===== config.mk =====
export PLATFORM = sky130hd
export DESIGN_NAME = fsc_phase
export DESIGN_NICKNAME = d
export VERILOG_FILES = /design/src/sv/fsc_pkg.sv /design/src/sv/fsc_class.sv /design/src/sv/fsc_phase.sv
export SDC_FILE = /design/constraint.sdc
export NUM_CORES = 1
export LEC_CHECK = 0
export ABC_AREA = 1
export ABC_CLOCK_PERIOD_IN_PS = 3420
export BUFFER_PORTS_ARGS = -buffer_cell sky130_fd_sc_hd__buf_2
export CORE_ASPECT_RATIO = 0.6
export CORE_UTILIZATION = 39
export DETAILED_ROUTE_END_ITERATION = 10
export SYNTH_ARGS = -nofsm -noshare
export SYNTH_HDL_FRONTEND = slang
export SYNTH_HIERARCHICAL = 1
export SYNTH_SLANG_ARGS = --single-unit

===== constraint.sdc =====
create_clock -name i_clk -period 3.42 [get_ports i_clk]
set_input_delay 0.684 -clock i_clk [delete_from_list [all_inputs] [get_ports i_clk]]
set_output_delay 0.684 -clock i_clk [all_outputs]
set_load 0.1 [all_outputs]

===== src/sv/fsc_pkg.sv =====
// Shared types and constants for the format specifier checker.
// Holds the scan phase encoding, character codes and the character class bundle.
// No dependencies.
package fsc_pkg;

    // Scan phase, one-hot
    typedef enum logic [9:0] {
        PH_EXPECT_PCT = 10'b00_0000_0001,
        PH_AFTER_PCT  = 10'b00_0000_0010,
        PH_AFTER_FLAG = 10'b00_0000_0100,
        PH_WIDTH      = 10'b00_0000_1000,
        PH_PREC       = 10'b00_0001_0000,
        PH_AFTER_LEN  = 10'b00_0010_0000,
        PH_CONV       = 10'b00_0100_0000,
        PH_TERM       = 10'b00_1000_0000,
        PH_DONE_OK    = 10'b01_0000_0000,
        PH_DONE_BAD   = 10'b10_0000_0000
    } t_phase;

    // Verdict codes
    localparam logic [1:0] VERDICT_SCAN    = 2'd0;
    localparam logic [1:0] VERDICT_VALID   = 2'd1;
    localparam logic [1:0] VERDICT_INVALID = 2'd2;

    // Value kind codes
    localparam logic [2:0] KIND_FLOAT    = 3'd0;
    localparam logic [2:0] KIND_SIGNED   = 3'd1;
    localparam logic [2:0] KIND_UNSIGNED = 3'd2;
    localparam logic [2:0] KIND_STRING   = 3'd3;

    // Field widths
    localparam int CHAR_W = 8;
    localparam int KIND_W = 3;

    // Character codes
    localparam logic [7:0] CH_NUL     = 8'h00;
    localparam logic [7:0] CH_PERCENT = 8'h25;
    localparam logic [7:0] CH_STAR    = 8'h2A;
    localparam logic [7:0] CH_DOT     = 8'h2E;
    localparam logic [7:0] CH_HASH    = 8'h23;
    localparam logic [7:0] CH_PLUS    = 8'h2B;
    localparam logic [7:0] CH_MINUS   = 8'h2D;
    localparam logic [7:0] CH_SPACE   = 8'h20;
    localparam logic [7:0] CH_ZERO    = 8'h30;
    localparam logic [7:0] CH_NINE    = 8'h39;
    localparam logic [7:0] CH_H       = 8'h68;
    localparam logic [7:0] CH_L       = 8'h6C;
    localparam logic [7:0] CH_J       = 8'h6A;
    localparam logic [7:0] CH_Z       = 8'h7A;
    localparam logic [7:0] CH_T       = 8'h74;
    localparam logic [7:0] CH_UP_L    = 8'h4C;
    localparam logic [7:0] CH_S       = 8'h73;

    // Classification of one character against the current value kind
    typedef struct packed {
        logic is_pct;
        logic is_flag;
        logic is_digit;
        logic is_star;
        logic is_dot;
        logic is_len;
        logic is_hl;
        logic is_conv_ok;
        logic is_nul;
    } t_char_class;

endpackage


===== src/sv/fsc_class.sv =====
// Character classifier for the format specifier checker.
// Compares one character against the syntax classes and the allowed conversions.
// Depends on fsc_pkg.
module fsc_class (
    input  logic [fsc_pkg::CHAR_W-1:0] i_char,
    input  logic [fsc_pkg::KIND_W-1:0] i_kind,
    output fsc_pkg::t_char_class       o_class
);

    // Conversion letters allowed by each value kind
    function automatic logic kind_allows(input logic [fsc_pkg::KIND_W-1:0] kind,
                                         input logic [fsc_pkg::CHAR_W-1:0] c);
        logic ok;
        begin
            case (kind)
                fsc_pkg::KIND_FLOAT: begin
                    ok = (c == 8'h66) || (c == 8'h46) || (c == 8'h65) || (c == 8'h45) ||
                         (c == 8'h67) || (c == 8'h47) || (c == 8'h61) || (c == 8'h41);
                end
                fsc_pkg::KIND_SIGNED: begin
                    ok = (c == 8'h64) || (c == 8'h69) || (c == 8'h63);
                end
                fsc_pkg::KIND_UNSIGNED: begin
                    ok = (c == 8'h75) || (c == 8'h6F) || (c == 8'h78) || (c == 8'h58);
                end
                fsc_pkg::KIND_STRING: begin
                    ok = (c == fsc_pkg::CH_S);
                end
                default: begin
                    ok = 1'b0;
                end
            endcase
            return ok;
        end
    endfunction

    // Classify the character
    always_comb begin
        o_class.is_pct     = (i_char == fsc_pkg::CH_PERCENT);
        o_class.is_flag    = (i_char == fsc_pkg::CH_PLUS) || (i_char == fsc_pkg::CH_MINUS) ||
                             (i_char == fsc_pkg::CH_SPACE) || (i_char == fsc_pkg::CH_HASH) ||
                             (i_char == fsc_pkg::CH_ZERO);
        o_class.is_digit   = (i_char >= fsc_pkg::CH_ZERO) && (i_char <= fsc_pkg::CH_NINE);
        o_class.is_star    = (i_char == fsc_pkg::CH_STAR);
        o_class.is_dot     = (i_char == fsc_pkg::CH_DOT);
        o_class.is_hl      = (i_char == fsc_pkg::CH_H) || (i_char == fsc_pkg::CH_L);
        o_class.is_len     = o_class.is_hl || (i_char == fsc_pkg::CH_J) ||
                             (i_char == fsc_pkg::CH_Z) || (i_char == fsc_pkg::CH_T) ||
                             (i_char == fsc_pkg::CH_UP_L);
        o_class.is_conv_ok = kind_allows(i_kind, i_char);
        o_class.is_nul     = (i_char == fsc_pkg::CH_NUL);
    end

endmodule


===== src/sv/fsc_phase.sv =====
// Scan phase machine and result register for the format specifier checker.
// Holds the phase and value kind, and registers verdict and finished per item.
// Depends on fsc_pkg and fsc_class.
module fsc_phase (
    input  logic                       i_clk,
    input  logic                       i_rst_n,
    input  logic                       i_adv,
    input  logic [fsc_pkg::CHAR_W-1:0] i_char,
    input  logic                       i_start,
    input  logic [fsc_pkg::KIND_W-1:0] i_kind,
    output fsc_pkg::t_phase            o_phase,
    output logic [1:0]                 o_verdict,
    output logic                       o_finished
);

    fsc_pkg::t_phase             r_phase;
    fsc_pkg::t_phase             n_phase;
    fsc_pkg::t_phase             w_cur;
    logic [fsc_pkg::KIND_W-1:0]  r_kind;
    logic [fsc_pkg::KIND_W-1:0]  w_kind;
    fsc_pkg::t_char_class        w_class;
    logic [1:0]                  r_verdict;
    logic [1:0]                  n_verdict;
    logic                        r_finished;

    // A start marker restarts the scan and takes the new kind
    assign w_cur  = i_start ? fsc_pkg::PH_EXPECT_PCT : r_phase;
    assign w_kind = i_start ? i_kind : r_kind;

    fsc_class u_class (
        .i_char  (i_char),
        .i_kind  (w_kind),
        .o_class (w_class)
    );

    // Conversion letter or reject
    function automatic fsc_pkg::t_phase f_conv(input fsc_pkg::t_char_class cl);
        return cl.is_conv_ok ? fsc_pkg::PH_TERM : fsc_pkg::PH_DONE_BAD;
    endfunction

    // Precision digits, then length, then conversion
    function automatic fsc_pkg::t_phase f_prec(input fsc_pkg::t_char_class cl);
        fsc_pkg::t_phase p;
        begin
            if (cl.is_digit) begin
                p = fsc_pkg::PH_PREC;
            end else if (cl.is_star) begin
                p = fsc_pkg::PH_DONE_BAD;
            end else if (cl.is_len) begin
                p = fsc_pkg::PH_AFTER_LEN;
            end else begin
                p = f_conv(cl);
            end
            return p;
        end
    endfunction

    // Width digits, then dot, then fall to the precision rules
    function automatic fsc_pkg::t_phase f_width(input fsc_pkg::t_char_class cl);
        fsc_pkg::t_phase p;
        begin
            if (cl.is_digit) begin
                p = fsc_pkg::PH_WIDTH;
            end else if (cl.is_star) begin
                p = fsc_pkg::PH_DONE_BAD;
            end else if (cl.is_dot) begin
                p = fsc_pkg::PH_PREC;
            end else begin
                p = f_prec(cl);
            end
            return p;
        end
    endfunction

    // Next phase
    always_comb begin
        unique case (w_cur) inside
            fsc_pkg::PH_EXPECT_PCT: begin
                n_phase = w_class.is_pct ? fsc_pkg::PH_AFTER_PCT : fsc_pkg::PH_DONE_BAD;
            end
            fsc_pkg::PH_AFTER_PCT: begin
                n_phase = w_class.is_flag ? fsc_pkg::PH_AFTER_FLAG : f_width(w_class);
            end
            fsc_pkg::PH_AFTER_FLAG, fsc_pkg::PH_WIDTH: begin
                n_phase = f_width(w_class);
            end
            fsc_pkg::PH_PREC: begin
                n_phase = f_prec(w_class);
            end
            fsc_pkg::PH_AFTER_LEN: begin
                n_phase = w_class.is_hl ? fsc_pkg::PH_CONV : f_conv(w_class);
            end
            fsc_pkg::PH_CONV: begin
                n_phase = f_conv(w_class);
            end
            fsc_pkg::PH_TERM: begin
                n_phase = w_class.is_nul ? fsc_pkg::PH_DONE_OK : fsc_pkg::PH_DONE_BAD;
            end
            fsc_pkg::PH_DONE_OK: begin
                n_phase = fsc_pkg::PH_DONE_OK;
            end
            default: begin
                n_phase = fsc_pkg::PH_DONE_BAD;
            end
        endcase
    end

    // Verdict of the new phase
    always_comb begin
        if (n_phase == fsc_pkg::PH_DONE_OK) begin
            n_verdict = fsc_pkg::VERDICT_VALID;
        end else if (n_phase == fsc_pkg::PH_DONE_BAD) begin
            n_verdict = fsc_pkg::VERDICT_INVALID;
        end else begin
            n_verdict = fsc_pkg::VERDICT_SCAN;
        end
    end

    // Advance state on each processed item
    always_ff @(posedge i_clk) begin
        if (!i_rst_n) begin
            r_phase <= fsc_pkg::PH_EXPECT_PCT;
            r_kind  <= '0;
        end else if (i_adv) begin
            r_phase <= n_phase;
            r_kind  <= w_kind;
        end
    end

    // Result payload
    always_ff @(posedge i_clk) begin
        if (i_adv) begin
            r_verdict  <= n_verdict;
            r_finished <= (n_verdict != fsc_pkg::VERDICT_SCAN);
        end
    end

    assign o_phase    = r_phase;
    assign o_verdict  = r_verdict;
    assign o_finished = r_finished;

endmodule


# Yosys cells after proc, flatten, opt, wreduce, memory -nomap -nowiden
# Index checks and enable logic that the tools add are counted.
# Widths: inputs -> output; s select.
# word_totals
in_bits	15
wordCells	93
register_bits	16
output_inout_bits	13
# classes
n_lt_le_gt_ge	2
n_eq_ne	44
mux	17
n_reduce_logical	26
# op_table
cell	count
$eq 8x7->1 const B	22
$mux 10	12
$pmux 10 s8	1
$eq 8x6->1 const B	8
$logic_or 1x1->1	21
$eq 10x9->1 const B	2
$eq 10x1->1 const B	1
$eq 10x10->1 const B	1
$eq 10x2->1 const B	1
$eq 10x3->1 const B	1
$eq 10x4->1 const B	1
$eq 10x5->1 const B	1
$eq 10x6->1 const B	1
$eq 10x7->1 const B	1
$eq 10x8->1 const B	1
$ge 8x6->1 const B	1
$le 8x6->1 const B	1
$logic_not 8->1	1
$eq 3x2->1 const B	2
$mux 2	2
$pmux 1 s4	1
$eq 3x1->1 const B	1
$logic_not 3->1	1
$mux 3	1
other kinds (3)	3

# Logic depth before layout (Yosys ltp)
# depth
ltp_word	20
ltp_mapped	18
mapped_depth_nobuf	17

# Cells and area by module
# The synthesis kept the hierarchy.
# modules_own_cells
mod	area_each_um2	n_inst	cells_per_inst	seq_area_each_um2
fsc_phase	1193.6	1	185	350.3
fsc_class	327.8	1	71	0.0

# Worst setup path after synthesis
# No wires, ideal clock.
# synth_timing
kind	in2reg
from	in i_char[7] (netlist bit)
to	reg r_finished (netlist: o_finished), data pin
n_path_buf	0
stages	9
t_required_ns	3.161
setup_ns	0.259
arrival_ns	2.468
slack_ns	0.692
path_cell_list	nor2_1 inv_2 a2111oi_0 a21oi_1 nand2_1 o21ai_0 nor2_2 nand3_2 or2_1
# synth_rtl
item	line	text
from (decl)	fsc_phase.sv:8	input logic [fsc_pkg::CHAR_W-1:0] i_char,
to (signal assigned)	fsc_phase.sv:134	r_finished <= (n_verdict != fsc_pkg::VERDICT_SCAN);
to (decl)	fsc_phase.sv:24	logic r_finished;

==> results.md <==
- Setup ws final: 0.656 ns
- Mapped Cells: approximately 260
- Die height: a little over 50 um
- DRT Wirelength: roughly 4200 um
- Pwr/cell area: approximately 330 nW/um^2
- Top-count cell post-synth: nand2_1
- Place WS: 0.446 ns
- #FFs+latches synth: 16
- R2R setup slack: 0.98 ns
- Via density: 5.22
- Synth area leaders: dfxtp_1 17%, nand2_1 12%, inv_1 9.1%
- GRT Total Usage: roughly 22%
- Setup bufs post-CTS: 0
- Share of cells above drive strength 1: between 20% and 30%
- FFs w/ async S/R, synth: 0%
- RSZ-0062 raised after global routing: no
- Cells resized by post-CTS repair: 0
- Cts hold-fix bufs: 0
- I/O pin cnt: 28
- Placed cells: around 330
- Fillcell total: ~410
- Leakage power: ~0.85 nW
- Ant. Diodes: 0
- Vias in the first global route: approximately 1400
- Post-DP Area: approximately 1700 sq um
- Final setup viols: 0
- Hold Vio Cnt, Final: 0
- Cell chain of the critical path: buf_2, o21ai_0, xnor2_1, nand3_1, a21oi_2, nor2_1, nor2_1, inv_1, nand3b_1, a21oi_1, nand2_1, o21ai_0, nor2_2, nand3_2, or2_1
- VDD IR max: 213 uV
- Clock tree sinks: 16
- Final HPWL from detailed placement: 3350 um
- First-pass GRT wire length: roughly 6800 um
- CTS buffer count: 3
- Grt total ovfl: 0
- Worst slew pin tran: between 0.5 and 0.6 ns
- Critical Path AT: approximately 2.8 ns
- Worst-skew pair later-pin latency: about 0.26 ns
- Worst reg2reg endpoint: o_finished$_DFFE_PP_
- DRT Pass-1 Iters: 5
- FF+latch area: approximately 350 sq um
- Die width: roughly 83 um
- Max-cap violations: 0
- Core area: between 3000 and 4000 sq um
- Final slew viol count: 0
- Synth top area share: around 17%
- Root Buffer: clkbuf_8
- Routed wire per std cell: 12.7 um
- Post-layout min period: roughly 2.8 ns
- Setup tns final: 0 ns
- Initial antenna violation count: 0
- Crit path buf inv count: 2
- Vias: approximately 1700
- Reg2Reg Depth: 15
- Status: completed
- Hold endpoint: o_phase[0]$_SDFFE_PN1P_
- Final period utilization: between 80% and 90%
- Synth area leader: dfxtp_1
- CP startpoint kind: primary input
- TritonCTS clock tree: built
- Max FO, Critical Path: 11
- Largest net degree at the start of global routing: 17
- CP max-delay cell: o21ai_0
- Row cnt: 17
- Worst setup EP type: flop
- # H-tree levels: 1
- Number of remaining DRC errors: 0
- Starting Density: 41.1%
- Max stage delay on crit path: about 0.38 ns
- Final ANT Viol Nets: 0
- P&R area growth vs syn: 15.9%
- Critical Path RT: about 3.4 ns
- Post-Layout Cell Count: around 330
- Register area share after synthesis: 23.0%
- Synth warn: 6
- Final Net Count: approximately 300
- Worst path top cell family by delay: simple AND/OR/NAND/NOR gates
- Longest Clk Path Bufs: 2
- Critical path type: in -> reg
- Die area: around 4200 sq um
- Syn Area/Cell: a little under 6 sq um
- Number of flops mapped to enable cells by yosys: 3
- Routability cong.: between 0.9 and 1
- Mapped Area: roughly 1500 sq um
- Fmax: around 360 MHz
- Cell count of the worst hold path: 2
- Iter 0 DRT Violations: 84
- Syn_nets: 271
- Post-synth top cells: 49 x nand2_1, 37 x inv_1, 33 x nor2_1
- Worst-path clk slew: approximately 0.070 ns
- Multi-input gate area: 968 sq um
- Hold Startpoint: o_phase[0]$_SDFFE_PN1P_
- Min-Delay Path Class: reg -> reg
- Worst Skew: roughly 0.0052 ns
- Top_reg_cell synth: dfxtp_1
- IO buf count: 27
- Rel. slew slack: 62.3%
- Final core utilization: 47.6%
- Reg2reg start: r_kind[1]$_SDFFE_PN0P_
- Design area: roughly 1800 sq um
- Yosys cell types: 30
cell usage in the layout (no fill, tap or decap):
cell type	count
nand3_1	22
a2111oi_0	1
or2_2	1
nand2_4	1
xnor2_1	1
o21ai_0	17
a21oi_1	17
inv_2	9
nand3_2	3
nand3_4	1
buf_4	3
nand2_2	5
nand2_1	49
nor2_2	5
o21ai_1	2
nor2_4	2
nor2_8	1
dfxtp_1	13
inv_1	37
nand4_1	8
a21oi_2	1
nor4_1	4
o211ai_1	3
a31oi_1	1
or2_1	2
buf_2	27
nand3b_1	3
clkbuf_8	4
edfxtp_1	3
nor2_1	33
nor3_1	7
layer usage:
| layer | share of wire [%] | up-vias | global-route usage [%] |
|---|---|---|---|
| li1 | - | 902 | - |
| met1 | 56 | 759 | 36.6 |
| met2 | 35 | 74 | 27.8 |
| met3 | 8.7 | 2 | 5.27 |
| met4 | 0.24 | 0 | 2.59 |
| met5 | 0 | - | 0 |
through the flow:
| step | total power, mW | hold slack, ns |
|---|---|---|
| after detailed placement | 0.408 | 0.507 |
| final | 0.583 | 0.519 |
| after global placement | 0.409 | 0.502 |
| after CTS | 0.585 | 0.518 |
| after global routing | 0.612 | 0.564 |
| after floorplan | 0.369 | 0.518 |
cell families (layout without fill, tap and decap cells):
group	after synthesis	after routing	synth area share, %
simple gates	147	147	48.2
buf+inv	50	80	13.3
compound gates	42	42	14.9
flops	16	16	23.0
xor+xnor	1	1	0.576
worst max path at each step:
| stage | endpoint | cells after the start | from |
|---|---|---|---|
| floorplan | o_finished$_DFFE_PP_ | 9 | i_char[7] |
| global route | o_finished$_DFFE_PP_ | 15 | i_start |
| finish | o_finished$_DFFE_PP_ | 15 | i_start |
| CTS | o_finished$_DFFE_PP_ | 15 | i_start |
| detailed placement | o_finished$_DFFE_PP_ | 15 | i_start |
| global placement | o_finished$_DFFE_PP_ | 15 | i_start |
tightest hold or removal path, stage by stage (launching register included):
cell and delay (ns):
dfxtp_1 0.36, nand2_1 0.08, nand2_1 0.04
registers in the layout (all words and copies together), names as in the netlist:
signal      cells
o_phase        10
r_kind          3
o_verdict       2
o_finished      1
report_power, final:
part / internal, mW / switching, mW / total, mW
Clock: 0.102 / 0.0743 / 0.177
Sequential: 0.205 / 0.00794 / 0.212
Combinational: 0.0440 / 0.150 / 0.194
Total: 0.351 / 0.233 / 0.583
area by class of cell:
cell class	count	share of cell area, %
Multi-Input combinational cell	190	54.9
Sequential cell	16	19.9
Inverter	46	9.79
Timing Repair Buffer	30	8.94
Tap cell	47	3.34
Clock buffer	4	3.12
(Power assumes the default switching activity.)
